### src/sv/tkmd_pkg.sv
// Shared types, codes and helper functions for the terminal key and mouse decoder.
package tkmd_pkg;

	localparam int unsigned BODY_LIMIT_DEF = 32;
	localparam int unsigned LEN_W          = 6;
	localparam int unsigned KIND_W         = 4;

	localparam logic [7:0] CH_ESC    = 8'h1b;
	localparam logic [7:0] CH_CTRL_C = 8'h03;
	localparam logic [7:0] CH_LBRK   = 8'h5b;
	localparam logic [7:0] CH_LT     = 8'h3c;
	localparam logic [7:0] CH_SEMI   = 8'h3b;
	localparam logic [7:0] CH_ZERO   = 8'h30;
	localparam logic [7:0] CH_NINE   = 8'h39;
	localparam logic [7:0] CH_UP_M   = 8'h4d;
	localparam logic [7:0] CH_LO_M   = 8'h6d;
	localparam logic [7:0] CH_UP_A   = 8'h41;
	localparam logic [7:0] CH_UP_B   = 8'h42;
	localparam logic [7:0] CH_UP_C   = 8'h43;
	localparam logic [7:0] CH_UP_D   = 8'h44;

	localparam logic [KIND_W-1:0] EV_QUIT      = 4'd0;
	localparam logic [KIND_W-1:0] EV_PLAYPAUSE = 4'd1;
	localparam logic [KIND_W-1:0] EV_PREV      = 4'd2;
	localparam logic [KIND_W-1:0] EV_PLAY      = 4'd3;
	localparam logic [KIND_W-1:0] EV_STOP      = 4'd4;
	localparam logic [KIND_W-1:0] EV_NEXT      = 4'd5;
	localparam logic [KIND_W-1:0] EV_VOLUP     = 4'd6;
	localparam logic [KIND_W-1:0] EV_VOLDOWN   = 4'd7;
	localparam logic [KIND_W-1:0] EV_SEEKFWD   = 4'd8;
	localparam logic [KIND_W-1:0] EV_SEEKBACK  = 4'd9;
	localparam logic [KIND_W-1:0] EV_MOUSE     = 4'd10;
	localparam logic [KIND_W-1:0] EV_NONE      = 4'd15;

	typedef enum logic [3:0] {
		PH_IDLE = 4'b0001,
		PH_ESC  = 4'b0010,
		PH_CSI  = 4'b0100,
		PH_BODY = 4'b1000
	} phase_t;

	typedef struct packed {
		logic [KIND_W-1:0] kind;
		logic [7:0]        button;
		logic [15:0]       col;
		logic [15:0]       row;
		logic              press;
	} result_t;

	function automatic logic [KIND_W-1:0] key_event(input logic [7:0] b);
		logic [KIND_W-1:0] ev;
		unique case (b)
			8'h71, 8'h51, CH_CTRL_C: ev = EV_QUIT;
			8'h20, 8'h63, 8'h43:     ev = EV_PLAYPAUSE;
			8'h7a, 8'h5a:            ev = EV_PREV;
			8'h78, 8'h58:            ev = EV_PLAY;
			8'h76, 8'h56:            ev = EV_STOP;
			8'h62, 8'h42:            ev = EV_NEXT;
			8'h2b, 8'h3d:            ev = EV_VOLUP;
			8'h2d, 8'h5f:            ev = EV_VOLDOWN;
			default:                 ev = EV_NONE;
		endcase
		return ev;
	endfunction

	function automatic logic [7:0] sat_digit8(input logic [7:0] acc, input logic [3:0] d);
		logic [11:0] v;
		v = {acc, 3'b000} + {2'b00, acc, 1'b0} + {8'd0, d};
		return (v > 12'd255) ? 8'hff : v[7:0];
	endfunction

	function automatic logic [15:0] sat_digit16(input logic [15:0] acc, input logic [3:0] d);
		logic [19:0] v;
		v = {1'b0, acc, 3'b000} + {3'b000, acc, 1'b0} + {16'd0, d};
		return (v > 20'd65535) ? 16'hffff : v[15:0];
	endfunction

endpackage

### src/sv/tkmd_parse.sv
// Input register, sequence parser state and per-byte event decode.
module tkmd_parse import tkmd_pkg::*; #(
	parameter int unsigned BODY_LIMIT = BODY_LIMIT_DEF
) (
	input  logic    clk,
	input  logic    arst_n,
	input  logic    in_valid,
	output logic    in_stall,
	input  logic [7:0] in_byte,
	input  logic    res_take,
	output logic    res_valid,
	output result_t res
);

	localparam logic [LEN_W-1:0] LIMIT = LEN_W'(BODY_LIMIT);

	logic             valid_s1;
	logic [7:0]       byte_s1;
	logic             advance;

	phase_t           phase_q, phase_d;
	logic [1:0]       fidx_q, fidx_d;
	logic             has_digit_q, has_digit_d;
	logic             bad_q, bad_d;
	logic [LEN_W-1:0] len_q, len_d;
	logic [7:0]       button_q, button_d;
	logic [15:0]      col_q, col_d;
	logic [15:0]      row_q, row_d;

	logic [KIND_W-1:0] ev;
	logic              press;
	logic              is_digit;
	logic [3:0]        digit;

	assign is_digit = (byte_s1 >= CH_ZERO) && (byte_s1 <= CH_NINE);
	assign digit    = 4'(byte_s1 - CH_ZERO);

	always_comb begin
		phase_d     = phase_q;
		fidx_d      = fidx_q;
		has_digit_d = has_digit_q;
		bad_d       = bad_q;
		len_d       = len_q;
		button_d    = button_q;
		col_d       = col_q;
		row_d       = row_q;
		ev          = EV_NONE;
		press       = 1'b0;
		unique case (phase_q)
			PH_ESC: begin
				if (byte_s1 == CH_LBRK) begin
					phase_d = PH_CSI;
				end else if (byte_s1 == CH_ESC) begin
					phase_d = PH_ESC;
				end else begin
					phase_d = PH_IDLE;
					ev      = key_event(byte_s1);
				end
			end
			PH_CSI: begin
				phase_d = PH_IDLE;
				priority if (byte_s1 == CH_LT) begin
					phase_d     = PH_BODY;
					fidx_d      = '0;
					has_digit_d = 1'b0;
					bad_d       = 1'b0;
					len_d       = '0;
					button_d    = '0;
					col_d       = '0;
					row_d       = '0;
				end else if (byte_s1 == CH_UP_A) begin
					ev = EV_VOLUP;
				end else if (byte_s1 == CH_UP_B) begin
					ev = EV_VOLDOWN;
				end else if (byte_s1 == CH_UP_C) begin
					ev = EV_SEEKFWD;
				end else if (byte_s1 == CH_UP_D) begin
					ev = EV_SEEKBACK;
				end else begin
					ev = EV_NONE;
				end
			end
			PH_BODY: begin
				if (byte_s1 == CH_UP_M || byte_s1 == CH_LO_M) begin
					if (!bad_q && fidx_q == 2'd2 && has_digit_q) begin
						ev    = EV_MOUSE;
						press = (byte_s1 == CH_UP_M);
					end
					phase_d = PH_IDLE;
				end else begin
					if (len_q >= LIMIT) begin
						bad_d = 1'b1;
					end else begin
						len_d = len_q + 1'b1;
					end
					priority if (is_digit) begin
						unique case (fidx_q)
							2'd0:    button_d = sat_digit8(button_q, digit);
							2'd1:    col_d    = sat_digit16(col_q, digit);
							default: row_d    = sat_digit16(row_q, digit);
						endcase
						has_digit_d = 1'b1;
					end else if (byte_s1 == CH_SEMI) begin
						if (!has_digit_q || fidx_q >= 2'd2) begin
							bad_d = 1'b1;
						end else begin
							fidx_d      = fidx_q + 1'b1;
							has_digit_d = 1'b0;
						end
					end else begin
						bad_d = 1'b1;
					end
				end
			end
			default: begin
				if (byte_s1 == CH_ESC) begin
					phase_d = PH_ESC;
				end else begin
					phase_d = PH_IDLE;
					ev      = key_event(byte_s1);
				end
			end
		endcase
	end

	assign res_valid  = valid_s1 && (ev != EV_NONE);
	assign res.kind   = ev;
	assign res.button = (ev == EV_MOUSE) ? button_q : 8'd0;
	assign res.col    = (ev == EV_MOUSE) ? col_q : 16'd0;
	assign res.row    = (ev == EV_MOUSE) ? row_q : 16'd0;
	assign res.press  = press;

	assign advance  = valid_s1 && (res_take || (ev == EV_NONE));
	assign in_stall = valid_s1 && !advance;

	always_ff @(posedge clk or negedge arst_n) begin
		if (!arst_n) begin
			valid_s1 <= 1'b0;
		end else if (in_valid && !in_stall) begin
			valid_s1 <= 1'b1;
		end else if (advance) begin
			valid_s1 <= 1'b0;
		end
	end

	always_ff @(posedge clk) begin
		if (in_valid && !in_stall) begin
			byte_s1 <= in_byte;
		end
	end

	always_ff @(posedge clk or negedge arst_n) begin
		if (!arst_n) begin
			phase_q     <= PH_IDLE;
			fidx_q      <= '0;
			has_digit_q <= 1'b0;
			bad_q       <= 1'b0;
			len_q       <= '0;
			button_q    <= '0;
			col_q       <= '0;
			row_q       <= '0;
		end else if (advance) begin
			phase_q     <= phase_d;
			fidx_q      <= fidx_d;
			has_digit_q <= has_digit_d;
			bad_q       <= bad_d;
			len_q       <= len_d;
			button_q    <= button_d;
			col_q       <= col_d;
			row_q       <= row_d;
		end
	end

endmodule

### src/sv/tkmd_result.sv
// Result register holding one decoded event until the receiver takes it.
module tkmd_result import tkmd_pkg::*; (
	input  logic              clk,
	input  logic              arst_n,
	input  logic              res_valid,
	input  result_t           res,
	output logic              res_take,
	output logic              out_valid,
	input  logic              out_stall,
	output logic [KIND_W-1:0] event_kind,
	output logic [7:0]        mouse_button,
	output logic [15:0]       mouse_col,
	output logic [15:0]       mouse_row,
	output logic              mouse_press
);

	logic    valid_q;
	result_t data_q;

	assign res_take = !valid_q || !out_stall;

	always_ff @(posedge clk or negedge arst_n) begin
		if (!arst_n) begin
			valid_q <= 1'b0;
		end else if (res_take) begin
			valid_q <= res_valid;
		end
	end

	always_ff @(posedge clk) begin
		if (res_take && res_valid) begin
			data_q <= res;
		end
	end

	assign out_valid    = valid_q;
	assign event_kind   = data_q.kind;
	assign mouse_button = data_q.button;
	assign mouse_col    = data_q.col;
	assign mouse_row    = data_q.row;
	assign mouse_press  = data_q.press;

endmodule

### src/sv/terminal_key_mouse_decoder_core.sv
// Top level of the terminal key and mouse decoder.
//
// Input channel: one terminal byte per request on in_byte, moved when in_valid
// is high and in_stall is low. Output channel: one event per request on
// event_kind and the mouse fields, moved when out_valid is high and out_stall
// is low. Mouse fields read zero for events other than a mouse report.
// A byte is held in the input register, where the parser decodes it and
// updates its state; an event it causes is loaded into the output register
// once that register is free to take it.
// Throughput is one byte per cycle unless an event waits on a stalled receiver.
// Bytes that cause no event retire without using the output register.
// When the receiver stalls, the held event stays put and one more byte may
// enter the input register; a byte that would cause another event then waits
// there and in_stall rises until the output register frees.
// Reset clears both registers' valid flags and returns the parser to idle
// with no sequence open and all mouse fields cleared.
module terminal_key_mouse_decoder_core import tkmd_pkg::*; #(
	parameter int unsigned BODY_LIMIT = BODY_LIMIT_DEF
) (
	input  logic              clk,
	input  logic              arst_n,
	input  logic              in_valid,
	output logic              in_stall,
	input  logic [7:0]        in_byte,
	output logic              out_valid,
	input  logic              out_stall,
	output logic [KIND_W-1:0] event_kind,
	output logic [7:0]        mouse_button,
	output logic [15:0]       mouse_col,
	output logic [15:0]       mouse_row,
	output logic              mouse_press
);

	logic    res_valid;
	logic    res_take;
	result_t res;

	tkmd_parse #(
		.BODY_LIMIT(BODY_LIMIT)
	) u_parse (
		.clk       (clk),
		.arst_n    (arst_n),
		.in_valid  (in_valid),
		.in_stall  (in_stall),
		.in_byte   (in_byte),
		.res_take  (res_take),
		.res_valid (res_valid),
		.res       (res)
	);

	tkmd_result u_result (
		.clk          (clk),
		.arst_n       (arst_n),
		.res_valid    (res_valid),
		.res          (res),
		.res_take     (res_take),
		.out_valid    (out_valid),
		.out_stall    (out_stall),
		.event_kind   (event_kind),
		.mouse_button (mouse_button),
		.mouse_col    (mouse_col),
		.mouse_row    (mouse_row),
		.mouse_press  (mouse_press)
	);

endmodule
### config.mk
export PLATFORM = sky130hd
export DESIGN_NAME = terminal_key_mouse_decoder_core
export DESIGN_NICKNAME = d
export VERILOG_FILES = /design/src/sv/tkmd_pkg.sv /design/src/sv/tkmd_parse.sv /design/src/sv/tkmd_result.sv /design/src/sv/terminal_key_mouse_decoder_core.sv
export SDC_FILE = /design/constraint.sdc
export NUM_CORES = 1
export LEC_CHECK = 0
export ABC_CLOCK_PERIOD_IN_PS = 9700
export BUFFER_PORTS_ARGS = -buffer_cell sky130_fd_sc_hd__buf_2
export CORE_MARGIN = 2
export CORE_UTILIZATION = 30
export CTS_CLUSTER_DIAMETER = 150
export CTS_CLUSTER_SIZE = 25
export DETAILED_ROUTE_END_ITERATION = 6
export GPL_ROUTABILITY_DRIVEN = 1
export PLACE_DENSITY = 0.48
export SKIP_CTS_REPAIR_TIMING = 1
export SLEW_MARGIN = 20
export SYNTH_ARGS = -nofsm -noshare
export SYNTH_HDL_FRONTEND = slang
export SYNTH_SLANG_ARGS = --single-unit
### constraint.sdc
create_clock -name clk -period 9.7 [get_ports clk]
set_input_delay 0.97 -clock clk [delete_from_list [all_inputs] [get_ports clk]]
set_output_delay 0.97 -clock clk [all_outputs]
set_load 0.1 [all_outputs]
Word-level counts from Yosys, hierarchy flattened
Cells that the tools add are included.
{"block": "totals", "word_cells": 175, "output_inout_bits": 47, "register_bits": 109}
{"block": "classes", "muxes": 57, "n_eq_ne": 47, "n_addsub": 9, "order_cmp": 7, "n_reduce_logical": 39}
{"cell": "8-bit by 7-bit equality test with 1-bit output (second input constant)", "count": 18}
{"cell": "16-bit two-way mux", "count": 9}
{"cell": "16-bit case mux with 2 select lines", "count": 2}
{"cell": "8-bit by 6-bit equality test with 1-bit output (second input constant)", "count": 6}
{"cell": "19-bit by 17-bit adder with 20-bit output", "count": 2}
{"cell": "20-bit by 4-bit adder with 20-bit output", "count": 2}
{"cell": "20-bit by 16-bit greater-than comparator with 1-bit output (second input constant)", "count": 2}
{"cell": "4-bit two-way mux", "count": 10}
{"cell": "8-bit two-way mux", "count": 5}
{"cell": "4-bit case mux with 8 select lines", "count": 1}
{"cell": "4-bit case mux with 3 select lines", "count": 2}
{"cell": "6-bit AND reduction", "count": 4}
{"cell": "6-bit two-way mux", "count": 3}
{"cell": "8-bit case mux with 2 select lines", "count": 1}
{"cell": "2-bit inequality test (second input constant)", "count": 7}
{"cell": "2-bit OR reduction", "count": 7}
{"cell": "11-bit by 9-bit adder with 12-bit output", "count": 1}
{"cell": "12-bit by 4-bit adder with 12-bit output", "count": 1}
{"cell": "4-bit equality test (second input constant)", "count": 3}
{"cell": "12-bit by 8-bit greater-than comparator with 1-bit output (second input constant)", "count": 1}
{"cell": "1-bit two-way mux", "count": 12}
{"cell": "2-bit two-way mux", "count": 6}
{"cell": "6-bit case mux with 2 select lines", "count": 1}
{"cell": "8-bit by 2-bit equality test with 1-bit output (second input constant)", "count": 1}
{"cell": "other kinds (30)", "count": 52}

Logic depth before layout (Yosys ltp)
Gate-level depths: netlist of the first run.
{"block": "depth", "ltp_word": 15, "depth_mapped": 11, "ltp_nobuf": 11}

Modules after synthesis
A second synthesis of the first run with hierarchy kept.
{"block": "hier_totals", "hier_cells": 676, "area_unflattened_um2": 7105.6}
{"module": "tkmd_parse", "cells_each": 627, "area_per_inst_um2": 5706.7, "seq_area_each_um2": 1617.8, "instances": 1}
{"module": "tkmd_result", "cells_each": 49, "area_per_inst_um2": 1398.8, "seq_area_each_um2": 1376.3, "instances": 1}

Worst setup path before layout of the first run
OpenSTA, ideal clock, no wires.
{"block": "synth_path", "path_kind": "reg2out", "start": "register u_parse.byte_s1[7]", "end": "output in_stall", "arrival_ps": 2665, "setup_slack_ps": 6065, "path_stages_with_launch": 7, "path_buffers": 0, "required_ps": 8730, "path_cell_list": "edfxtp_1 or3b_4 or4b_4 nand2_1 o31a_1 o21a_1 and4_1"}
{"block": "synth_via", "elab_chain_cells": 12, "word_cells_on_any_way": 49, "classes_between": "eq/ne: 26; mux: 10; reduce/logical: 13"}
{"item": "from (decl)", "line_no": "tkmd_parse.sv:18", "rtl": "logic [7:0] byte_s1;"}
{"item": "from (signal assigned)", "line_no": "tkmd_parse.sv:148", "rtl": "byte_s1 <= in_byte;"}
{"item": "branches (longest 6 deep; another with 8-bit by 6-bit equality test with 1-bit output)"}
{"item": "4-bit case mux with 3 select lines (*)", "line_no": "tkmd_parse.sv:49", "rtl": "unique case (phase_q)"}
{"item": "4-bit equality test (*)", "line_no": "tkmd_parse.sv:133", "rtl": "assign advance = valid_s1 && (res_take || (ev == EV_NONE));"}
{"item": "1-bit logical OR (*)", "line_no": "tkmd_parse.sv:133"}
{"item": "1-bit logical AND (*)", "line_no": "tkmd_parse.sv:133"}
{"item": "1-bit logical NOT (*)", "line_no": "tkmd_parse.sv:134", "rtl": "assign in_stall = valid_s1 && !advance;"}
{"item": "1-bit logical AND (*)", "line_no": "tkmd_parse.sv:134"}
{"item": "to (decl)", "line_no": "terminal_key_mouse_decoder_core.sv:23", "rtl": "output logic in_stall,"}
Mark *: on every way between the ends.

Worst setup path after layout of the first run
{"block": "layout_path", "start": "register u_parse.byte_s1[1]", "end": "output in_stall"}
Same word-level chain as after synthesis.

==> key figures, run 1 <==
Run status
  • Status: finished clean

Timing
  • Final TNS setup: 0 ns
  • Fmax: approximately 240 MHz
  • Max-slew violation count: 0
  • Final period util: 43.22%
  • Measured slew at the worst slew-check pin: approximately 1.0 ns
  • Worst Skew: roughly 0.012 ns
  • Worst hold slack: between 0.4 and 0.5 ns
  • Slew HR: between 30 and 40%
  • Final Hold Fails: 0
  • RSZ-0062 raised after global routing: no
  • Final setup viols: 0
  • Minimum clock period: around 4.2 ns

Synth
  • Post-synth EDFFs: between 50 and 60
  • Most frequent cell after synthesis: ha_1
  • Asr flop ratio synth: between 50% and 60%
  • Average size of a mapped cell: approximately 10 µm²
  • Top cells by count, synth: 82 x ha_1, 55 x dfrtp_1, 54 x nand2_1
  • Synth unique cells: between 60 and 70
  • Number of synthesized register bits: between 100 and 150
  • Cell Area, Synth: ~7000 µm²
  • Number of warnings issued by yosys: 0
  • Seq/Total Area, Yosys: roughly 43%
  • Net Count, Synth: a little under 800
  • Synth Instances: about 670
  • Post-synth top area share: between 20 and 25%
  • Synth Flop Type: dfrtp_1
  • Area leader, netlist: edfxtp_1
  • Area contributors post-synth: edfxtp_1 23%, dfrtp_1 20%, ha_1 15%, and2_1 3.8%, o21ai_0 3.1%

Floorplan
  • Die Ht: roughly 160 µm
  • Core Rows: 55
  • Initial Util: between 30% and 40%
  • # IOs: 59
  • Core area: approximately 23,000 µm²
  • Die area: 24,550 µm²
  • Die Wd: approximately 160 µm

Critical path
  • Worst Path Max Fanout: 18
  • Crit path DAT: 3.22 ns
  • CP Capture Type: output pin
  • CP Class: reg -> out
  • CP required: about 8.7 ns
  • CP Launch Type: flop

CTS
  • Clock transition at the registers of the reported paths: 0.08 ns
  • TritonCTS clock tree: done
  • CTS Buffer Depth: 2
  • Sinks on Clock Net: 109
  • CTS HTree Levels: 3
  • CTS Buf Count: 9
  • Root buffer cell: clkbuf_16
  • Worst-Skew Late Latency: roughly 0.36 ns

Power and ir drop
  • Switching share of power: a little under a quarter
  • Worst VDD drop: roughly 84 µV
  • Sw Pwr: 214.9 µW
  • Pint: just over 700 µW
  • Combinational power share: under 10%
  • Power per Cell Area: around 120 nW/µm²
  • Clock power share: a little over two fifths
  • Reg power frac: 52.7%
  • Final Power: approximately 940 µW
  • Lkg Pwr: around 0.0038 µW

GRT
  • Met2 usage: around a quarter
  • Pin count of the biggest net entering global routing: 57
  • GRT Total Usage: 14.14%
  • First-pass GRT wire length: 27,230 µm
  • Vias in the first global route: between 5,000 and 6,000
  • Routing usage on met1: around 17%
  • Most crowded layer after global routing: met2
  • Met3 usage: between 2 and 2.5%
  • Grt ovf: 0
  • Initial antenna violation count: 0

Layout
  • Area delta synth->final: 13.65%
  • Layout Cells excl Fill: around 1,000
  • Antenna Cells: 0
  • Share of cells above drive strength 1: a little over an eighth
  • Finished Core Util: a little over a third
  • FF/Latch Area: 2994 µm²
  • Fill cell count: around 2,300
  • Multi-input gate area: roughly 3900 µm²
  • # nets final: around 820

Drt
  • Routed wire per std cell: approximately 16 µm
  • Routed Antenna Nets: 0
  • Routed vias/inst: ~5.1
  • DRT Pass-1 Iters: 4
  • Drt drc: 0
  • Final WL: between 15,000 and 20,000 µm
  • Vias post-DR: around 5,300
  • DRT iter0 DRCs: 345

Worst hold path
  • HP Class: reg -> reg

Placement
  • Gpl congestion: approximately 0.86
  • IO buf count: just under 60
  • Placed Instances: between 1,000 and 1,500
  • DP Wirelength: ~12,000 µm

Job
  • Number of max-cap violations: 0
[area by class of cell]
| type | instances | share of cell area, % |
|---|---|---|
| inverter | 15 | 0.7084 |
| timing repair buffer | 63 | 4.125 |
| multi-input combinational | 523 | 48.58 |
| tap | 313 | 4.928 |
| clock buffer | 10 | 2.881 |
| sequential | 109 | 37.67 |
| clock inverter | 6 | 1.102 |
[sequential cells by signal, summed over array words and instances, names as in the netlist]
register,count
u_parse.valid_s1,1
u_parse.phase_q,4
u_parse.col_q,16
u_result.event_kind,4
u_parse.byte_s1,8
u_parse.fidx_q,2
u_parse.button_q,8
u_parse.bad_q,1
u_parse.has_digit_q,1
u_result.mouse_press,1
u_result.mouse_row,16
u_result.mouse_button,8
u_result.mouse_col,16
u_result.out_valid,1
u_parse.row_q,16
u_parse.len_q,6
[final timing paths]
kind                                                 from                        endpoint  slack [ns]  depth (start not counted)
max in group asynchronous                          arst_n    u_parse.col_q[5]$_DFFE_PN0P_        8.37                          2
min in group asynchronous                          arst_n    u_parse.len_q[0]$_DFFE_PN0P_        0.79                          2
max                          u_parse.byte_s1[1]$_DFFE_PP_                        in_stall        5.51                          8
max reg2reg                  u_parse.byte_s1[3]$_DFFE_PP_    u_parse.col_q[6]$_DFFE_PN0P_        6.01                          9
min                        u_parse.phase_q[0]$_DFFE_PN1P_  u_parse.phase_q[0]$_DFFE_PN1P_        0.48                          2
min reg2reg                u_parse.phase_q[0]$_DFFE_PN1P_  u_parse.phase_q[0]$_DFFE_PN1P_        0.48                          2
[cell usage in the layout (no fill, tap or decap), drive strengths merged, types with 4 or more instances in the layout]
cell	synthesis	layout
xor2	9	9
and3	6	6
mux2	5	5
inv	15	15
nand4	5	5
a21o	19	19
xnor2	16	16
nor2	38	38
nand3	14	14
nor4b	6	6
nand2	54	54
nor2b	5	5
fa	6	6
and2	42	42
nor3	35	35
a22o	7	7
nor3b	4	4
o21bai	8	8
buf	2	63
and4	4	4
a31oi	12	12
clkbuf	20	10
a211oi	4	4
o211ai	6	6
a221o	11	11
clkinv	0	4
o21a	7	7
dfrtp	55	55
o21ai	43	43
a21oi	26	26
edfxtp	53	53
ha	82	82
[metrics by stage]
stage	area [µm²]	setup WS, ns
final	7948	5.508
after global routing	7948	5.286
after CTS	7948	5.491
after detailed placement	7631	5.896
after global placement	7631	5.988
after floorplan	6993	6.065
[power groups by stage]
stage | clock, µW | sequential (µW) | combinational, µW
floorplan | 0 | 508 | 16.4
CTS | 419 | 494 | 35.7
detailed placement | 0 | 504 | 35.5
finish | 409 | 494 | 34.9
global route | 440 | 496 | 38.6
global placement | 0 | 504 | 35.4
[metal layers]
| metal | share of wire (%) | wire (µm) |
|---|---|---|
| met1 | 46 | 7700 |
| met2 | 49 | 8120 |
| met3 | 3.3 | 556 |
| met4 | 2.1 | 346 |
| met5 | 0 | 0 |
[logic make-up (layout without fill, tap and decap cells)]
kind of cell	Yosys count	in the layout	synth area share [%]
mux	6	6	1.056
fa+ha+maj	88	88	16.39
buf+inv	37	94	2.022
simple gates	236	236	18.18
flops	109	109	42.82
xor+xnor	25	25	3.131
compound gates	168	168	16.41
[critical path: stages (launching register included)]
cell	delay (ns)
edfxtp_1	0.64
nand2b_1	0.28
nor3_1	0.32
and3b_1	0.29
a21oi_1	0.11
nor3_1	0.34
o21a_1	0.25
and4_1	0.21
buf_2	0.42
(Power assumes the default switching activity.)
==> run 2, diff against run 1 <==
--- a/config.mk
+++ b/config.mk
@@ -5,7 +5,7 @@
 export SDC_FILE = /design/constraint.sdc
 export NUM_CORES = 1
 export LEC_CHECK = 0
-export ABC_CLOCK_PERIOD_IN_PS = 9700
+export ABC_CLOCK_PERIOD_IN_PS = 3490
 export BUFFER_PORTS_ARGS = -buffer_cell sky130_fd_sc_hd__buf_2
 export CORE_MARGIN = 2
 export CORE_UTILIZATION = 30
@@ -13,7 +13,7 @@
 export CTS_CLUSTER_SIZE = 25
 export DETAILED_ROUTE_END_ITERATION = 6
 export GPL_ROUTABILITY_DRIVEN = 1
-export PLACE_DENSITY = 0.48
+export PLACE_DENSITY = 0.49
 export SKIP_CTS_REPAIR_TIMING = 1
 export SLEW_MARGIN = 20
 export SYNTH_ARGS = -nofsm -noshare
==> constraint.sdc (replaced) <==
create_clock -name clk -period 3.49 [get_ports clk]
set_input_delay 0.349 -clock clk [delete_from_list [all_inputs] [get_ports clk]]
set_output_delay 0.349 -clock clk [all_outputs]
set_load 0.1 [all_outputs]
==> run 2 against run 1 <==
Against the previous run: via count fell by 0.86%; first-iteration DRC count fell by 23%; clock-buffer cell count rose by 1; clock skew rose by 0.00096 ns; clock power rose to 2.6 times the previous value; sequential cell count did not move; design area rose by 1.6%; critical path depth did not move; utilization rose by 0.57 points; sequential power rose to 2.8 times the previous value; worst setup slack got worse by 5.4 ns; routed wire length rose by 0.33%; highest routed layer unchanged.
==> key figures, run 2 (same netlist as run 1, synthesis figures left out) <==
Critical path
  • CP Class: reg -> out (unchanged)
  • Crit path DAT: 3.05 ns (was 3.22 ns)
  • Worst Path Max Fanout: 8 (was 18)
  • CP Capture Type: output pin (unchanged)
  • CP Launch Type: flop (unchanged)
  • CP required: 3.14 ns (was 8.73 ns)
  • R2R Setup Slk: 0.28 ns (was 6.01 ns)

Floorplan
  • Die Ht: 156.7 µm (unchanged)
  • Die area: 24,550 µm² (unchanged)
  • Initial Util: 30.70% (unchanged)
  • Die Wd: 156.7 µm (unchanged)
  • Core Rows: 55 (unchanged)
  • Core area: 22,780 µm² (unchanged)
  • # IOs: 59 (unchanged)

Drt
  • DRT iter0 DRCs: 266 (was 345)
  • Final WL: 16,780 µm (was 16,720 µm)
  • Routed Antenna Nets: 0 (unchanged)
  • Routed wire per std cell: 15.93 µm (was 16.10 µm)
  • Drt drc: 0 (unchanged)
  • Vias post-DR: 5,302 (was 5,348)
  • Routed vias/inst: 5.035 (was 5.147)
  • DRT Pass-1 Iters: 4 (unchanged)

Timing
  • Max-slew violation count: 0 (unchanged)
  • Fmax: roughly 300 MHz
  • Final TNS setup: 0 ns (unchanged)
  • Measured slew at the worst slew-check pin: 0.7158 ns (was 1.036 ns)
  • Final period util: about 100%
  • Final Hold Fails: 0 (unchanged)
  • Minimum clock period: 3.395 ns
  • Worst hold slack: 0.1611 ns (was 0.4838 ns)
  • Worst Skew: 0.01270 ns (was 0.01174 ns)
  • RSZ-0062 raised after global routing: no (unchanged)
  • Slew HR: 52.07% (was 30.04%)
  • Final setup viols: 0 (unchanged)

GRT
  • Pin count of the biggest net entering global routing: 43 (was 57)
  • Grt ovf: 0 (unchanged)
  • GRT Total Usage: 14.12% (was 14.14%)
  • Vias in the first global route: 5,263 (was 5,328)
  • First-pass GRT wire length: 27,320 µm (was 27,230 µm)
  • Initial antenna violation count: 0 (unchanged)

CTS
  • CTS Buffer Depth: 2 (unchanged)
  • Worst-Skew Late Latency: 0.36 ns (about the same)
  • Sinks on Clock Net: 109 (unchanged)
  • TritonCTS clock tree: done (unchanged)
  • Root buffer cell: clkbuf_16 (unchanged)
  • Clock transition at the registers of the reported paths: 0.08 ns (about the same)
  • CTS Buf Count: 9 (unchanged)
  • CTS HTree Levels: 3 (unchanged)

Layout
  • Area delta synth->final: 15.49% (was 13.65%)
  • # nets final: 835 (was 821)
  • Antenna Cells: 0 (unchanged)
  • Share of cells above drive strength 1: 15.68% (was 13.64%)
  • Most frequent cells in the layout: 82 x ha_1, 57 x buf_2, 55 x dfrtp_1 (was 82 x ha_1, 58 x buf_2, 55 x dfrtp_1)
  • Commonest non-fill, non-tap cell in the layout: ha_1 (unchanged)

Run status
  • Status: finished clean (unchanged)

Placement
  • IO buf count: 58 (unchanged)
  • DP Wirelength: 12,330 µm (was 11,950 µm)
  • Gpl congestion: 0.8862 (was 0.8588)

Power and ir drop
  • Power per Cell Area: 316.6 nW/µm² (was 118.1 nW/µm²)
  • Worst VDD drop: 198.9 µV (was 83.97 µV)
  • Lkg Pwr: 0.003863 µW (was 0.003780 µW)
  • Final Power: 2557 µW (was 938.6 µW)

Job
  • Number of max-cap violations: 0 (unchanged)

Worst hold path
  • HP Class: in -> reg (was reg -> reg)
-- run 2: metrics by stage --
stage / cells / utilization (%) / setup slack (ns) / cell area (µm²)
floorplan: 669 / - / 0.09977 / 6993
global placement: 1033 / 33.89 / 0.1775 / 7719
detailed placement: 1033 / 33.89 / 0.08470 / 7719
CTS: 1049 / 35.20 / -0.1495 / 8019
global route: 1053 / 35.46 / 0.008365 / 8077
finish: 1053 / 35.46 / 0.09513 / 8077
-- run 2: routing by layer --
layer | wire [µm] | up-vias | GRT usage [%]
met3 | 501 | 18 | 2.659
met5 | 0 | - | 0
li1 | - | 2643 | -
met1 | 7915 | 2562 | 18.50
met2 | 8121 | 79 | 23.91
met4 | 240 | 0 | 3.713
-- run 2: final timing paths --
path / startpoint / to / cells past startpoint
min: in_byte[7] / u_parse.byte_s1[7]$_DFFE_PP_ / 1
min reg2reg: u_parse.phase_q[0]$_DFFE_PN1P_ / u_parse.phase_q[0]$_DFFE_PN1P_ / 2
max in group asynchronous: arst_n / u_parse.row_q[3]$_DFFE_PN0P_ / 3
max reg2reg: u_parse.byte_s1[3]$_DFFE_PP_ / u_parse.col_q[8]$_DFFE_PN0P_ / 9
min in group asynchronous: arst_n / u_parse.len_q[1]$_DFFE_PN0P_ / 2
max: u_parse.byte_s1[7]$_DFFE_PP_ / in_stall / 8
-- run 2: cell type report --
class                   instances  area (µm²)
flip-flops and latches        109        2994
multi-input cells             523        3884
fillers                      2322       14700
repair buffers                 77       450.4
well taps                     313       391.6
clock buffers                  11       242.7
clock inverters                 5       57.56
inverters                      15       56.30
-- run 2: power breakdown --
part / total, µW / internal [µW] / switching [µW] / leakage [µW]
clock: 1070 / 579 / 494 / 0.000150
combinational: 118 / 36.3 / 81.7 / 0.00238
sequential: 1360 / 1350 / 12.1 / 0.00133
-- run 2: critical path, cell delays in order (launching register included) --
cell      delay [ns]
edfxtp_1        0.51
or3b_4          0.48
or4b_4          0.53
a31o_1          0.23
nand2_1         0.11
a21oi_2         0.09
o21a_1          0.22
and4_1          0.23
clkbuf_4        0.28
==> run 3, diff against run 2 <==
--- a/config.mk
+++ b/config.mk
@@ -7,6 +7,7 @@
 export LEC_CHECK = 0
 export ABC_CLOCK_PERIOD_IN_PS = 3490
 export BUFFER_PORTS_ARGS = -buffer_cell sky130_fd_sc_hd__buf_2
+export CAP_MARGIN = 20
 export CORE_MARGIN = 2
 export CORE_UTILIZATION = 30
 export CTS_CLUSTER_DIAMETER = 150
@@ -18,4 +19,5 @@
 export SLEW_MARGIN = 20
 export SYNTH_ARGS = -nofsm -noshare
 export SYNTH_HDL_FRONTEND = slang
+export SYNTH_HIERARCHICAL = 1
 export SYNTH_SLANG_ARGS = --single-unit
==> run 3 against run 2 <==
Against the previous run: hold slack improved by 0.0045 ns; combinational power rose by 8%; die area rose by 1.6%; clock-buffer cell count did not move; sequential cell count did not move; register-to-register slack got worse by 0.08 ns; routed wire length fell by 1.2%; first-iteration DRC count fell by 3.8%; design area rose by 1.9%.
==> key figures, run 3 <==
Layout
  • Most frequent cells in the layout: 82 x ha_1, 58 x buf_2, 55 x dfrtp_1 (was 82 x ha_1, 57 x buf_2, 55 x dfrtp_1)
  • # nets final: 848 (was 835)
  • Finished Core Util: 35.26% (was 35.46%)
  • Antenna Cells: 0 (unchanged)
  • Share of cells above drive strength 1: 17.66% (was 15.68%)
  • Area delta synth->final: 15.78% (was 15.49%)
  • Commonest non-fill, non-tap cell in the layout: ha_1 (unchanged)

Floorplan
  • Initial Util: 30.45% (was 30.70%)
  • # IOs: 59 (unchanged)
  • Core area: 23,330 µm² (was 22,780 µm²)
  • Core Rows: 56 (was 55)
  • Die Wd: 157.9 µm (was 156.7 µm)
  • Die area: 24,930 µm² (was 24,550 µm²)
  • Die Ht: 157.9 µm (was 156.7 µm)

Timing
  • Final period util: 94.30% (was 97.27%)
  • Slew HR: 55.89% (was 52.07%)
  • Measured slew at the worst slew-check pin: 0.6617 ns (was 0.7158 ns)
  • Max-slew violation count: 0 (unchanged)
  • RSZ-0062 raised after global routing: yes (was no)
  • Final setup viols: 0 (unchanged)
  • Fin worst setup slack: 0.1988 ns (was 0.09513 ns)
  • Worst Skew: 0.007689 ns (was 0.01270 ns)
  • Final Hold Fails: 0 (unchanged)
  • Minimum clock period: 3.291 ns (was 3.395 ns)
  • Fmax: 303.8 MHz (was 294.6 MHz)
  • Worst hold slack: 0.1656 ns (was 0.1611 ns)

GRT
  • GRT Total Usage: 13.61% (was 14.12%)
  • First-pass GRT wire length: 26,850 µm (was 27,320 µm)
  • Vias in the first global route: 5,128 (was 5,263)
  • Grt ovf: 0 (unchanged)
  • Pin count of the biggest net entering global routing: 46 (was 43)
  • Initial antenna violation count: 0 (unchanged)

Synth
  • Most frequent cell after synthesis: ha_1 (unchanged)
  • Area contributors post-synth: edfxtp_1 22%, dfrtp_1 19%, ha_1 14%, and2_1 3.7%, a21oi_1 3.1% (was edfxtp_1 23%, dfrtp_1 20%, ha_1 15%, and2_1 3.8%, o21ai_0 3.1%)
  • Cell Area, Synth: 7106 µm² (was 6993 µm²)
  • Number of warnings issued by yosys: 6 (was 0)
  • Synth Instances: 676 (was 669)
  • Net Count, Synth: 776 (was 769)
  • Synth unique cells: 77 (was 69)
  • Synth Flop Type: dfrtp_1 (unchanged)
  • Post-synth top area share: 22.40% (was 22.76%)
  • Number of synthesized register bits: 109 (unchanged)
  • Area leader, netlist: edfxtp_1 (unchanged)
  • Asr flop ratio synth: 51.38% (unchanged)
  • Post-synth EDFFs: 53 (unchanged)
  • Top cells by count, synth: 82 x ha_1, 55 x dfrtp_1, 53 x edfxtp_1 (was 82 x ha_1, 55 x dfrtp_1, 54 x nand2_1)
  • Average size of a mapped cell: 10.51 µm² (was 10.45 µm²)
  • Seq/Total Area, Yosys: 42.14% (was 42.82%)

Drt
  • Routed vias/inst: 4.903 (was 5.035)
  • Final WL: 16,570 µm (was 16,780 µm)
  • DRT iter0 DRCs: 256 (was 266)
  • Vias post-DR: 5,256 (was 5,302)
  • DRT Pass-1 Iters: 5 (was 4)
  • Routed Antenna Nets: 0 (unchanged)
  • Routed wire per std cell: 15.46 µm (was 15.93 µm)
  • Drt drc: 0 (unchanged)

Critical path
  • CP Launch Type: flop (unchanged)
  • Crit Reg-Reg Startpoint: u_parse/byte_s1[2]$_DFFE_PP_ (was u_parse.byte_s1[3]$_DFFE_PP_)
  • RR Endpoint: u_parse/row_q[14]$_DFFE_PN0P_ (was u_parse.col_q[8]$_DFFE_PN0P_)
  • CP Capture Type: flop (was output pin)
  • CP Class: reg -> reg (was reg -> out)
  • Worst Path Max Fanout: 16 (was 8)
  • R2R Setup Slk: 0.20 ns (was 0.28 ns)
  • Worst Reg-to-Reg Cells: 10 (was 9)
  • CP required: 3.73 ns (was 3.14 ns)
  • Crit path DAT: 3.53 ns (was 3.05 ns)
  • Crit path from: u_parse/byte_s1[2]$_DFFE_PP_ (was u_parse.byte_s1[7]$_DFFE_PP_)
  • CP Capture Point: u_parse/row_q[14]$_DFFE_PN0P_ (was in_stall)

Placement
  • Place WS: 0.02623 ns (was 0.08470 ns)
  • IO buf count: 58 (unchanged)
  • Gpl congestion: 0.7868 (was 0.8862)
  • DP Wirelength: 12,100 µm (was 12,330 µm)

CTS
  • Clock transition at the registers of the reported paths: 0.08 ns (about the same)
  • Root buffer cell: clkbuf_16 (unchanged)
  • CTS Buf Count: 9 (unchanged)
  • Worst-Skew Late Latency: 0.35 ns (was 0.36 ns)
  • CTS HTree Levels: 3 (unchanged)
  • TritonCTS clock tree: done (unchanged)
  • Sinks on Clock Net: 109 (unchanged)
  • CTS Buffer Depth: 2 (unchanged)

Power and ir drop
  • Power per Cell Area: 305.4 nW/µm² (was 316.6 nW/µm²)
  • Worst VDD drop: 273.4 µV (was 198.9 µV)
  • Lkg Pwr: 0.003968 µW (was 0.003863 µW)

Job
  • Number of max-cap violations: 0 (unchanged)

Worst hold path
  • HP Class: in -> reg (unchanged)

Run status
  • Status: finished clean (unchanged)
-- run 3: per-stage QoR --
stage / total power [µW] / area, µm² / std cells / TNS, ns
after floorplan: 1459 / 7106 / 676 / 0
after global placement: 1519 / 7853 / 1051 / 0
after detailed placement: 1518 / 7853 / 1051 / 0
after CTS: 2555 / 8139 / 1067 / -0.08119
after global routing: 2622 / 8227 / 1072 / -0.01488
final: 2513 / 8227 / 1072 / 0
-- run 3: worst min path at each step --
stage	endpoint	from	cells past startpoint	slack, ns
after floorplan	u_parse/bad_q$_DFFE_PN0P_	arst_n	0	0.05
after global placement	u_parse/row_q[11]$_DFFE_PN0P_	arst_n	1	0.31
after detailed placement	u_parse/row_q[11]$_DFFE_PN0P_	arst_n	1	0.31
after CTS	u_parse/row_q[15]$_DFFE_PN0P_	arst_n	1	-0.07
after global routing	u_parse/byte_s1[4]$_DFFE_PP_	in_byte[4]	1	0.15
final	u_parse/byte_s1[5]$_DFFE_PP_	in_byte[5]	1	0.17
-- run 3: power breakdown --
part / total, µW / switching (µW) / internal (µW)
Sequential: 1360 / 10.4 / 1350
Clock: 1020 / 506 / 516
Combinational: 128 / 90.8 / 37.6
-- run 3: logic make-up (layout without fill, tap and decap cells) --
kind of cell               Yosys count  after routing  share of synthesized area [%]
and+or+nand+nor                    223            223                          17.70
xor gates and xnor gates            28             28                          3.451
AOI/OAI and AO/OA                  161            161                          15.00
DFF                                109            109                          42.14
muxes                               14             14                          2.131
buffers and inverters               53            130                          3.451
adders and majority gates           88             88                          16.13
-- run 3: cell type report --
class	instances	area, µm²
inverter	24	90.09
fill	2363	15110
clock inverter	5	43.79
tap	319	399.1
multi-input combinational	514	3920
timing repair buffer	90	536.8
sequential	109	2994
clock buffer	11	242.7
-- run 3: metal layers --
layer  GRT usage, %  up-vias  share of wire, %
li1               -     2652                 -
met1          19.12     2510                50
met2          22.03       77                46
met3          1.314       17               2.1
met4          4.372        0               1.7
met5              0        -                 0
-- run 3: critical path: stages, from the launching register on --
cell      delay [ns]
edfxtp_1        0.40
buf_4           0.20
buf_4           0.17
or2_2           0.30
or4_4           0.51
o21ai_1         0.14
nor2_1          0.10
nand3_2         0.15
o21ai_2         0.08
or3_1           0.66
a221o_1         0.46
